[config.mk]
export PLATFORM = sky130hd
export DESIGN_NAME = average_true_range_sma_flat
export DESIGN_NICKNAME = d
export VERILOG_FILES = /design/src/rtl/atr_pkg.sv /design/src/rtl/atr_if.sv /design/src/rtl/atr_ram.sv /design/src/rtl/atr_ctrl.sv /design/src/rtl/atr_dp.sv /design/src/rtl/average_true_range_sma.sv /design/src/flat_wrapper.sv
export SDC_FILE = /design/constraint.sdc
export NUM_CORES = 2
export LEC_CHECK = 0
export BUFFER_PORTS_ARGS = -buffer_cell sky130_fd_sc_hd__clkbuf_2
export CELL_PAD_IN_SITES_DETAIL_PLACEMENT = 0
export CELL_PAD_IN_SITES_GLOBAL_PLACEMENT = 2
export CORE_AREA = 2 2 490 492
export CTS_BUF_LIST = sky130_fd_sc_hd__clkbuf_8
export DETAILED_ROUTE_END_ITERATION = 8
export DIE_AREA = 0 0 492 494
export PLACE_DENSITY_LB_ADDON = 0.1
export SYNTH_ARGS = -nofsm -noshare
export SYNTH_HDL_FRONTEND = slang
export SYNTH_SLANG_ARGS = --single-unit
[constraint.sdc]
create_clock -name clk_i -period 19.25 [get_ports clk_i]
set_clock_uncertainty 0.1 [all_clocks]
set_input_delay 0.9625 -clock clk_i [delete_from_list [all_inputs] [get_ports clk_i]]
set_output_delay 0.9625 -clock clk_i [all_outputs]
set_load 0.1 [all_outputs]
[src/rtl/atr_pkg.sv]
// ----------------------------------------------------------------------------
// ATR package
// Shared constants, controller states and command/status bundles for the
// average true range block.
// ----------------------------------------------------------------------------
package atr_pkg;

  localparam int unsigned MAX_WINDOW   = 64;
  localparam int unsigned PRICE_BITS   = 32;
  localparam int unsigned FRAC_BITS    = 8;
  localparam int unsigned CFG_BITS     = 7;
  localparam int unsigned ATR_BITS     = 40;
  localparam int unsigned PTR_BITS     = $clog2(MAX_WINDOW);
  localparam int unsigned WIN_BITS     = $clog2(MAX_WINDOW + 2);
  localparam int unsigned SUM_BITS     = PRICE_BITS + PTR_BITS;
  localparam int unsigned DIV_STEPS    = SUM_BITS + FRAC_BITS;
  localparam int unsigned DIV_CNT_BITS = $clog2(DIV_STEPS);

  localparam logic [CFG_BITS-1:0] RESET_WINDOW = CFG_BITS'(14);

  typedef enum logic [2:0] {
    ST_IDLE,
    ST_RANGE,
    ST_UPDATE,
    ST_DIVIDE,
    ST_DONE
  } atr_state_e;

  typedef struct packed {
    logic load;
    logic cfg_wr;
    logic calc_tr;
    logic update;
    logic div_step;
    logic out_load;
  } atr_cmd_t;

  typedef struct packed {
    logic res_valid;
    logic div_last;
  } atr_status_t;

endpackage

[src/rtl/atr_if.sv]
// ----------------------------------------------------------------------------
// ATR channel interfaces
// Valid/ready channels for price bars, results and the window register.
// ----------------------------------------------------------------------------
interface atr_bar_if import atr_pkg::*; ();
  logic                  valid;
  logic                  ready;
  logic                  first_bar;
  logic [PRICE_BITS-1:0] high_price;
  logic [PRICE_BITS-1:0] low_price;
  logic [PRICE_BITS-1:0] close_price;

  modport source (output valid, first_bar, high_price, low_price, close_price, input ready);
  modport sink   (input valid, first_bar, high_price, low_price, close_price, output ready);
endinterface

interface atr_res_if import atr_pkg::*; ();
  logic                valid;
  logic                ready;
  logic [ATR_BITS-1:0] atr_value;
  logic                valid_res;

  modport source (output valid, atr_value, valid_res, input ready);
  modport sink   (input valid, atr_value, valid_res, output ready);
endinterface

interface atr_cfg_if import atr_pkg::*; ();
  logic                valid;
  logic                ready;
  logic [CFG_BITS-1:0] window_length;

  modport source (output valid, window_length, input ready);
  modport sink   (input valid, window_length, output ready);
endinterface

[src/rtl/atr_ram.sv]
// ----------------------------------------------------------------------------
// Generic RAM
// One write port, one read port with registered read data, no reset.
// ----------------------------------------------------------------------------
module atr_ram #(
  parameter int unsigned WIDTH = 32,
  parameter int unsigned DEPTH = 64,
  localparam int unsigned AW   = (DEPTH > 1) ? $clog2(DEPTH) : 1
) (
  input  logic             clk_i,
  input  logic             we_i,
  input  logic [AW-1:0]    waddr_i,
  input  logic [WIDTH-1:0] wdata_i,
  input  logic             re_i,
  input  logic [AW-1:0]    raddr_i,
  output logic [WIDTH-1:0] rdata_o
);

  logic [WIDTH-1:0] mem_q [DEPTH];
  logic [WIDTH-1:0] rdata_q;

  always_ff @(posedge clk_i) begin
    if (we_i) begin
      mem_q[waddr_i] <= wdata_i;
    end
    if (re_i) begin
      rdata_q <= mem_q[raddr_i];
    end
  end

  assign rdata_o = rdata_q;

endmodule

[src/rtl/atr_ctrl.sv]
// ----------------------------------------------------------------------------
// ATR controller
// Sequences one bar: range, window update, divide, then result hand-off.
// ----------------------------------------------------------------------------
module atr_ctrl import atr_pkg::*; (
  input  logic        clk_i,
  input  logic        rst_ni,
  input  logic        bar_valid_i,
  output logic        bar_ready_o,
  input  logic        cfg_valid_i,
  output logic        cfg_ready_o,
  input  logic        res_ready_i,
  output logic        res_valid_o,
  input  atr_status_t status_i,
  output atr_cmd_t    cmd_o
);

  atr_state_e state_q, state_d;
  logic       out_valid_q, out_valid_d;

  always_ff @(posedge clk_i or negedge rst_ni) begin
    if (!rst_ni) begin
      state_q     <= ST_IDLE;
      out_valid_q <= 1'b0;
    end else begin
      state_q     <= state_d;
      out_valid_q <= out_valid_d;
    end
  end

  always_comb begin
    state_d     = state_q;
    cmd_o       = '0;
    bar_ready_o = 1'b0;
    cfg_ready_o = 1'b1;
    out_valid_d = out_valid_q && !res_ready_i;

    cmd_o.cfg_wr = cfg_valid_i;

    case (state_q)
      ST_IDLE: begin
        bar_ready_o = 1'b1;
        if (bar_valid_i) begin
          cmd_o.load = 1'b1;
          state_d    = ST_RANGE;
        end
      end
      ST_RANGE: begin
        cmd_o.calc_tr = 1'b1;
        state_d       = ST_UPDATE;
      end
      ST_UPDATE: begin
        cmd_o.update = 1'b1;
        state_d      = ST_DIVIDE;
      end
      ST_DIVIDE: begin
        // skip the divide when no valid average is due
        if (!status_i.res_valid) begin
          state_d = ST_DONE;
        end else begin
          cmd_o.div_step = 1'b1;
          if (status_i.div_last) begin
            state_d = ST_DONE;
          end
        end
      end
      ST_DONE: begin
        // hold until the output register is free
        if (!out_valid_q || res_ready_i) begin
          cmd_o.out_load = 1'b1;
          out_valid_d    = 1'b1;
          state_d        = ST_IDLE;
        end
      end
      default: begin
        state_d = ST_IDLE;
      end
    endcase
  end

  assign res_valid_o = out_valid_q;

endmodule

[src/rtl/atr_dp.sv]
// ----------------------------------------------------------------------------
// ATR datapath
// True range, range ring, running window sum and a radix-2 restoring
// divider by the window length.
// ----------------------------------------------------------------------------
module atr_dp import atr_pkg::*; (
  input  logic                  clk_i,
  input  logic                  rst_ni,
  input  atr_cmd_t              cmd_i,
  output atr_status_t           status_o,
  input  logic [CFG_BITS-1:0]   window_length_i,
  input  logic                  first_bar_i,
  input  logic [PRICE_BITS-1:0] high_price_i,
  input  logic [PRICE_BITS-1:0] low_price_i,
  input  logic [PRICE_BITS-1:0] close_price_i,
  output logic [ATR_BITS-1:0]   atr_value_o,
  output logic                  valid_res_o
);

  logic [CFG_BITS-1:0]     win_len_q;
  logic [PRICE_BITS-1:0]   prev_close_q;
  logic [WIN_BITS-1:0]     bar_count_q, bar_count_d;
  logic [PTR_BITS-1:0]     ptr_q;
  logic [SUM_BITS-1:0]     sum_q, sum_d;
  logic                    valid_q;

  logic [PRICE_BITS-1:0]   hi_q, lo_q, cl_q;
  logic [PRICE_BITS-1:0]   tr_q, tr_d;

  logic [DIV_STEPS-1:0]    dvd_q;
  logic [WIN_BITS-1:0]     rem_q, rem_d;
  logic [DIV_CNT_BITS-1:0] div_cnt_q;
  logic [WIN_BITS:0]       trial;
  logic                    qbit;

  logic [ATR_BITS-1:0]     atr_q;
  logic                    valid_res_q;

  logic [WIN_BITS-1:0]     n_eff, n_plus1, cnt_inc;
  logic                    full;
  logic [PTR_BITS:0]       ptr_inc;
  logic [PTR_BITS-1:0]     ptr_next;
  logic [PRICE_BITS-1:0]   d_hl, d_hc, d_lc;
  logic [PRICE_BITS-1:0]   ring_rdata;
  logic                    ring_we;

  // 0 acts as 1, anything above the ring depth as the depth
  always_comb begin
    if (win_len_q == '0) begin
      n_eff = WIN_BITS'(1);
    end else if (WIN_BITS'(win_len_q) > WIN_BITS'(MAX_WINDOW)) begin
      n_eff = WIN_BITS'(MAX_WINDOW);
    end else begin
      n_eff = WIN_BITS'(win_len_q);
    end
  end

  assign n_plus1 = n_eff + WIN_BITS'(1);
  assign full    = bar_count_q >= n_plus1;
  assign cnt_inc = bar_count_q + WIN_BITS'(1);

  // true range from the latched bar and the previous close
  always_comb begin
    d_hl = (hi_q >= lo_q) ? hi_q - lo_q : '0;
    d_hc = (hi_q >= prev_close_q) ? hi_q - prev_close_q : prev_close_q - hi_q;
    d_lc = (lo_q >= prev_close_q) ? lo_q - prev_close_q : prev_close_q - lo_q;
    tr_d = d_hl;
    if (d_hc > tr_d) begin
      tr_d = d_hc;
    end
    if (d_lc > tr_d) begin
      tr_d = d_lc;
    end
  end

  assign ptr_inc  = {1'b0, ptr_q} + (PTR_BITS+1)'(1);
  assign ptr_next = (WIN_BITS'(ptr_inc) >= n_eff) ? '0 : ptr_inc[PTR_BITS-1:0];
  assign ring_we  = cmd_i.update && (bar_count_q != '0);

  always_comb begin
    sum_d = sum_q;
    if (bar_count_q != '0) begin
      sum_d = sum_q + SUM_BITS'(tr_q)
            - (full ? SUM_BITS'(ring_rdata) : SUM_BITS'(0));
    end
    bar_count_d = (cnt_inc > n_plus1) ? n_plus1 : cnt_inc;
  end

  atr_ram #(
    .WIDTH (PRICE_BITS),
    .DEPTH (MAX_WINDOW)
  ) u_ring (
    .clk_i   (clk_i),
    .we_i    (ring_we),
    .waddr_i (ptr_q),
    .wdata_i (tr_q),
    .re_i    (cmd_i.load),
    .raddr_i (first_bar_i ? PTR_BITS'(0) : ptr_q),
    .rdata_o (ring_rdata)
  );

  // one quotient bit per step; the quotient shifts in behind the dividend
  assign trial = {rem_q, dvd_q[DIV_STEPS-1]};
  assign qbit  = trial >= {1'b0, n_eff};
  assign rem_d = qbit ? WIN_BITS'(trial - {1'b0, n_eff}) : WIN_BITS'(trial);

  always_ff @(posedge clk_i or negedge rst_ni) begin
    if (!rst_ni) begin
      win_len_q    <= RESET_WINDOW;
      prev_close_q <= '0;
      bar_count_q  <= '0;
      ptr_q        <= '0;
      sum_q        <= '0;
      valid_q      <= 1'b0;
      div_cnt_q    <= '0;
    end else begin
      if (cmd_i.cfg_wr) begin
        win_len_q   <= window_length_i;
        bar_count_q <= '0;
        ptr_q       <= '0;
        sum_q       <= '0;
      end
      if (cmd_i.load && first_bar_i) begin
        bar_count_q <= '0;
        ptr_q       <= '0;
        sum_q       <= '0;
      end
      if (cmd_i.update) begin
        valid_q      <= full;
        sum_q        <= sum_d;
        bar_count_q  <= bar_count_d;
        prev_close_q <= cl_q;
        div_cnt_q    <= '0;
        if (bar_count_q != '0) begin
          ptr_q <= ptr_next;
        end
      end
      if (cmd_i.div_step) begin
        div_cnt_q <= div_cnt_q + DIV_CNT_BITS'(1);
      end
    end
  end

  always_ff @(posedge clk_i) begin
    if (cmd_i.load) begin
      hi_q <= high_price_i;
      lo_q <= low_price_i;
      cl_q <= close_price_i;
    end
    if (cmd_i.calc_tr) begin
      tr_q <= tr_d;
    end
    if (cmd_i.update) begin
      dvd_q <= {sum_d, FRAC_BITS'(0)};
      rem_q <= '0;
    end else if (cmd_i.div_step) begin
      dvd_q <= {dvd_q[DIV_STEPS-2:0], qbit};
      rem_q <= rem_d;
    end
    if (cmd_i.out_load) begin
      atr_q       <= valid_q ? dvd_q[ATR_BITS-1:0] : '0;
      valid_res_q <= valid_q;
    end
  end

  assign status_o.res_valid = valid_q;
  assign status_o.div_last  = div_cnt_q == DIV_CNT_BITS'(DIV_STEPS - 1);
  assign atr_value_o        = atr_q;
  assign valid_res_o        = valid_res_q;

endmodule

[src/rtl/average_true_range_sma.sv]
// Sequence: a bar request is taken in idle, then range, update, 46 divide steps
//   (skipped when no valid average is due) and hand-off to the output register.
// Throughput: a new bar is taken only once the last one is handed off; the
//   restoring divider by the window length makes one quotient bit per cycle.
// Reset: window length 14, series empty; the range ring is not cleared.
// ----------------------------------------------------------------------------
// Average true range, simple moving window
// Top level: joins the controller, the datapath and the channel interfaces.
// ----------------------------------------------------------------------------
module average_true_range_sma import atr_pkg::*; (
  input  logic      clk_i,
  input  logic      rst_ni,
  atr_bar_if.sink   bar_i,
  atr_cfg_if.sink   cfg_i,
  atr_res_if.source res_o
);

  atr_cmd_t    cmd;
  atr_status_t status;

  atr_ctrl u_ctrl (
    .clk_i       (clk_i),
    .rst_ni      (rst_ni),
    .bar_valid_i (bar_i.valid),
    .bar_ready_o (bar_i.ready),
    .cfg_valid_i (cfg_i.valid),
    .cfg_ready_o (cfg_i.ready),
    .res_ready_i (res_o.ready),
    .res_valid_o (res_o.valid),
    .status_i    (status),
    .cmd_o       (cmd)
  );

  atr_dp u_dp (
    .clk_i           (clk_i),
    .rst_ni          (rst_ni),
    .cmd_i           (cmd),
    .status_o        (status),
    .window_length_i (cfg_i.window_length),
    .first_bar_i     (bar_i.first_bar),
    .high_price_i    (bar_i.high_price),
    .low_price_i     (bar_i.low_price),
    .close_price_i   (bar_i.close_price),
    .atr_value_o     (res_o.atr_value),
    .valid_res_o     (res_o.valid_res)
  );

endmodule
[src/flat_wrapper.sv]
// flat-port wrapper written by rule: the top's interface ports become plain ports
module average_true_range_sma_flat import atr_pkg::*;
  (clk_i, rst_ni, bar_i_valid, bar_i_first_bar, bar_i_high_price, bar_i_low_price, bar_i_close_price, bar_i_ready, cfg_i_valid, cfg_i_window_length, cfg_i_ready, res_o_valid, res_o_atr_value, res_o_valid_res, res_o_ready);
  atr_bar_if bar_i_i ();
  atr_cfg_if cfg_i_i ();
  atr_res_if res_o_i ();
  input  logic clk_i;
  input  logic rst_ni;
  input wire logic [$bits(bar_i_i.valid)-1:0] bar_i_valid;
  input wire logic [$bits(bar_i_i.first_bar)-1:0] bar_i_first_bar;
  input wire logic [$bits(bar_i_i.high_price)-1:0] bar_i_high_price;
  input wire logic [$bits(bar_i_i.low_price)-1:0] bar_i_low_price;
  input wire logic [$bits(bar_i_i.close_price)-1:0] bar_i_close_price;
  output wire logic [$bits(bar_i_i.ready)-1:0] bar_i_ready;
  input wire logic [$bits(cfg_i_i.valid)-1:0] cfg_i_valid;
  input wire logic [$bits(cfg_i_i.window_length)-1:0] cfg_i_window_length;
  output wire logic [$bits(cfg_i_i.ready)-1:0] cfg_i_ready;
  output wire logic [$bits(res_o_i.valid)-1:0] res_o_valid;
  output wire logic [$bits(res_o_i.atr_value)-1:0] res_o_atr_value;
  output wire logic [$bits(res_o_i.valid_res)-1:0] res_o_valid_res;
  input wire logic [$bits(res_o_i.ready)-1:0] res_o_ready;
  assign bar_i_i.valid = bar_i_valid;
  assign bar_i_i.first_bar = bar_i_first_bar;
  assign bar_i_i.high_price = bar_i_high_price;
  assign bar_i_i.low_price = bar_i_low_price;
  assign bar_i_i.close_price = bar_i_close_price;
  assign bar_i_ready = bar_i_i.ready;
  assign cfg_i_i.valid = cfg_i_valid;
  assign cfg_i_i.window_length = cfg_i_window_length;
  assign cfg_i_ready = cfg_i_i.ready;
  assign res_o_valid = res_o_i.valid;
  assign res_o_atr_value = res_o_i.atr_value;
  assign res_o_valid_res = res_o_i.valid_res;
  assign res_o_i.ready = res_o_ready;
  average_true_range_sma u_core (.clk_i(clk_i), .rst_ni(rst_ni), .bar_i(bar_i_i), .cfg_i(cfg_i_i), .res_o(res_o_i));
endmodule
==> flow_summary.yaml <==
critical_path:
  crit_path_frequent_cell: "nand2_1"
  cp.buffers_inverters: 4
  worstSetupPathType: "flip-flop to flip-flop"
  cp_max_fo: 64
  r2r_cells: 27
  cpPeakStageDelay_ns: 0.92
  slowest_stage: "a31oi_4"
  crit_required_ns: 19.93
  crit_family: "simple AND/OR/NAND/NOR gates"
  cp.depth: 27
  critPathLaunchType: "flip-flop"
  cp.arrival_ns: 10.81
  cp-end-kind: "flip-flop"
drt:
  vias_per_cell: 5.869
  drtIter0Drc: 6275
  drtAntennaViolNets: 0
  routed_wirelength_um: 325200
  drc: 0
  wl_per_cell_um: 29.73
  drtPass1Iterations: 5
  vias: 64190
place:
  dpl.cell_count: 10110
  hpwl_um: 195000
  gp_congestion: 0.8918
  dpl_worst_slack_ns: 9.129
  portBuffers: 151
clock_tree:
  htree_levels: 5
  numCtsBuffers: 416
  tritoncts: "yes"
  cts.path.max_buffers: 4
  cts_hold_buf: 87
  cts.sinks: 2403
  clk_latency_ns: 1.11
  post_cts_resized: 0
  cts_root_buffer: "clkbuf_8"
  clk_pin_slew_ns: 0.06
  post_cts_buffers: 0
synth:
  yosysTopAreaCellShare_pct: 64.41
  synthCells: 6981
  synth_ff_type: "edfxtp_1"
  yosys_warnings: 0
  synthArstFlopShare_pct: 4.203
  synth.distinct_cells: 92
  ys_seq_area_share_pct: 67.06
  syn_nets: 7422
  synth-edff-count: 2287
  netlist_top_cells_area: "edfxtp_1 64%, mux4_2 8.1%, ha_1 3.4%"
  syn-cell-area_mm2: 0.1066
  syn_avg_cell_area_um2: 15.27
  ys_seq_elements: 2403
  synth_top_cell_by_area: "edfxtp_1"
grt:
  overflow: 0
  grt_pass1_vias: 64600
  grt_usage_pct: 26.40
  antenna_found_initial: 9
  grt_first_pass_wirelength_um: 463800
  grt_max_degree: 160
sta:
  finalSetupViolCount: 0
  max_slew_margin_pct: 14.48
  setup_tns_ns: 0
  fin_crit_ns: 10.13
  fin_ws_ns: 9.121
  slew_viol_final: 0
  hold_violations: 0
  post-route-period-util_pct: 52.62
  rsz0062_at_grt: "false"
  tightestPinTransition_ns: 1.275
  fmax_mhz: 98.73
  fin_hold_ws_ns: 0.1088
floorplan:
  io_pins: 153
  die_w_um: 492
  rows: 179
  core_mm2: 0.2374
  dieArea_mm2: 0.2430
  initial_core_util_pct: 44.92
  die_h_um: 494
pwr:
  power_frac_clock_pct: 20.9
  power_density_mw_per_mm2: 167.1
  seqPwrFrac_pct: 35.0
  p_sw_mw: 8.139
  internal-power_mw: 11.95
  p_comb_share_pct: 44.1
  irDropWorstVdd_mv: 0.2707
  sw_frac_of_total_pct: 40.51
  leakage_nw: 41.72
run:
  cap_violations: 0
worst_hold_path:
  whs_path_depth: 1
  holdCritPathClass: "primary input to flip-flop"
layout:
  instances_no_fill: 10940
  layout_commonest_cell: "edfxtp_1"
  nNetsFinal: 7887
  final_cell_mix: "2287 x edfxtp_1, 642 x nand2_1, 453 x inv_1"
  fillers: 20160
  syn_to_final_growth_pct: 12.77
  drive_above_1_share_pct: 17.38
status:
  status: "finished clean"
## area by class of cell
type	instances	area [um^2]	area share (%)
clock inverters	294	1356	1.128
well taps	3167	3963	3.295
diodes	9	22.52	0.01873
clock buffers	438	6028	5.013
inverters	298	1119	0.9302
flip-flops and latches	2403	71510	59.47
multi-input cells	3893	33040	27.48
repair buffers	434	3201	2.662
## layer usage
metal | track usage, % | up-vias | share of wire [%]
met5 | 0 | - | 0
met3 | 3.772 | 448 | 5.8
met2 | 42.55 | 2188 | 47
met4 | 8.037 | 0 | 2.9
li1 | - | 28190 | -
met1 | 37.33 | 33360 | 44
## power groups by stage
stage / Combinational, mW / Clock (mW) / Sequential (mW)
floorplan: 5.44 / 0 / 7.49
global placement: 8.73 / 0 / 7.13
CTS: 8.82 / 4.31 / 7.04
finish: 8.85 / 4.21 / 7.03
global route: 9.66 / 4.53 / 7.06
detailed placement: 8.75 / 0 / 7.14
## cells by family (layout without fill, tap and decap cells)
family	count (synthesis)	after routing	share of synthesized area [%]
flip-flops	2403	2403	67.06
AND/OR/NAND/NOR	1412	1412	6.089
AO/OA/AOI/OAI	1327	1327	8.106
multiplexers	691	691	11.01
buffers and inverters	685	1464	2.504
adder cells (fa/ha/maj)	332	332	4.163
XOR/XNOR	130	130	1.068
other	1	10	0.003517
## worst paths after layout
path / start / to / slack (ns)
worst max-delay path: u_core.u_dp.hi_q[15] / u_core.u_dp.tr_q[28] / 9.12
min in group asynchronous: rst_ni / u_core.u_dp.sum_q[33] / 0.46
max in group asynchronous: rst_ni / u_core.u_dp.ptr_q[2] / 17.17
worst min-delay path: bar_i_high_price[3] / u_core.u_dp.hi_q[3] / 0.11
worst min register to register: u_core.u_dp.dvd_q[2] / u_core.u_dp.dvd_q[3] / 0.34
worst max register to register: u_core.u_dp.hi_q[15] / u_core.u_dp.tr_q[28] / 9.12
## metrics by stage
step,instance area (um^2),power [mW],util [%]
final,120200,20.09,50.65
after global routing,120200,21.25,50.64
after CTS,120200,20.17,50.64
after detailed placement,112000,15.89,47.16
after global placement,112000,15.86,47.16
after floorplan,106600,12.93,-
## sequential cells by signal, indices dropped and copies added, names as in the netlist
signal                      flops
u_core.u_dp.cl_q               32
u_core.u_dp.hi_q               32
u_core.u_dp.valid_res_o         1
u_core.u_dp.u_ring.rdata_o     32
u_core.u_dp.sum_q              38
u_core.u_dp.div_cnt_q           6
u_core.u_dp.lo_q               32
u_core.u_ctrl.res_valid_o       1
u_core.u_dp.dvd_q              46
u_core.u_dp.win_len_q           7
u_core.u_dp.prev_close_q       32
u_core.u_dp.rem_q               7
u_core.u_ctrl.state_q           3
u_core.u_dp.atr_value_o        40
u_core.u_dp.valid_q             1
u_core.u_dp.tr_q               32
u_core.u_dp.bar_count_q         7
u_core.u_dp.ptr_q               6
u_core.u_dp.u_ring.mem_q     2048
## Yosys cell counts, drive strengths merged, types with 11 or more instances
master,n
a31oi,64
nand3,145
nand4,37
ha,294
o21ai,218
a221oi,11
nor4,13
o31ai,15
xor2,53
nor2,238
inv,296
a311oi,35
and3,85
nand3b,11
clkbuf,303
mux2,11
dfrtp,98
and2,94
a21oi,289
nor2b,26
a31o,11
or3,18
o21bai,26
a21o,124
mux4,384
fa,38
dfxtp,15
nand2b,28
nand2,643
a211oi,102
mux2i,296
a211o,12
o22ai,260
xnor2,77
o211ai,29
edfxtp,2287
buf,84
nor3,38
a22o,19
o21a,27
Note: power is estimated with default switching activity, not from simulation.
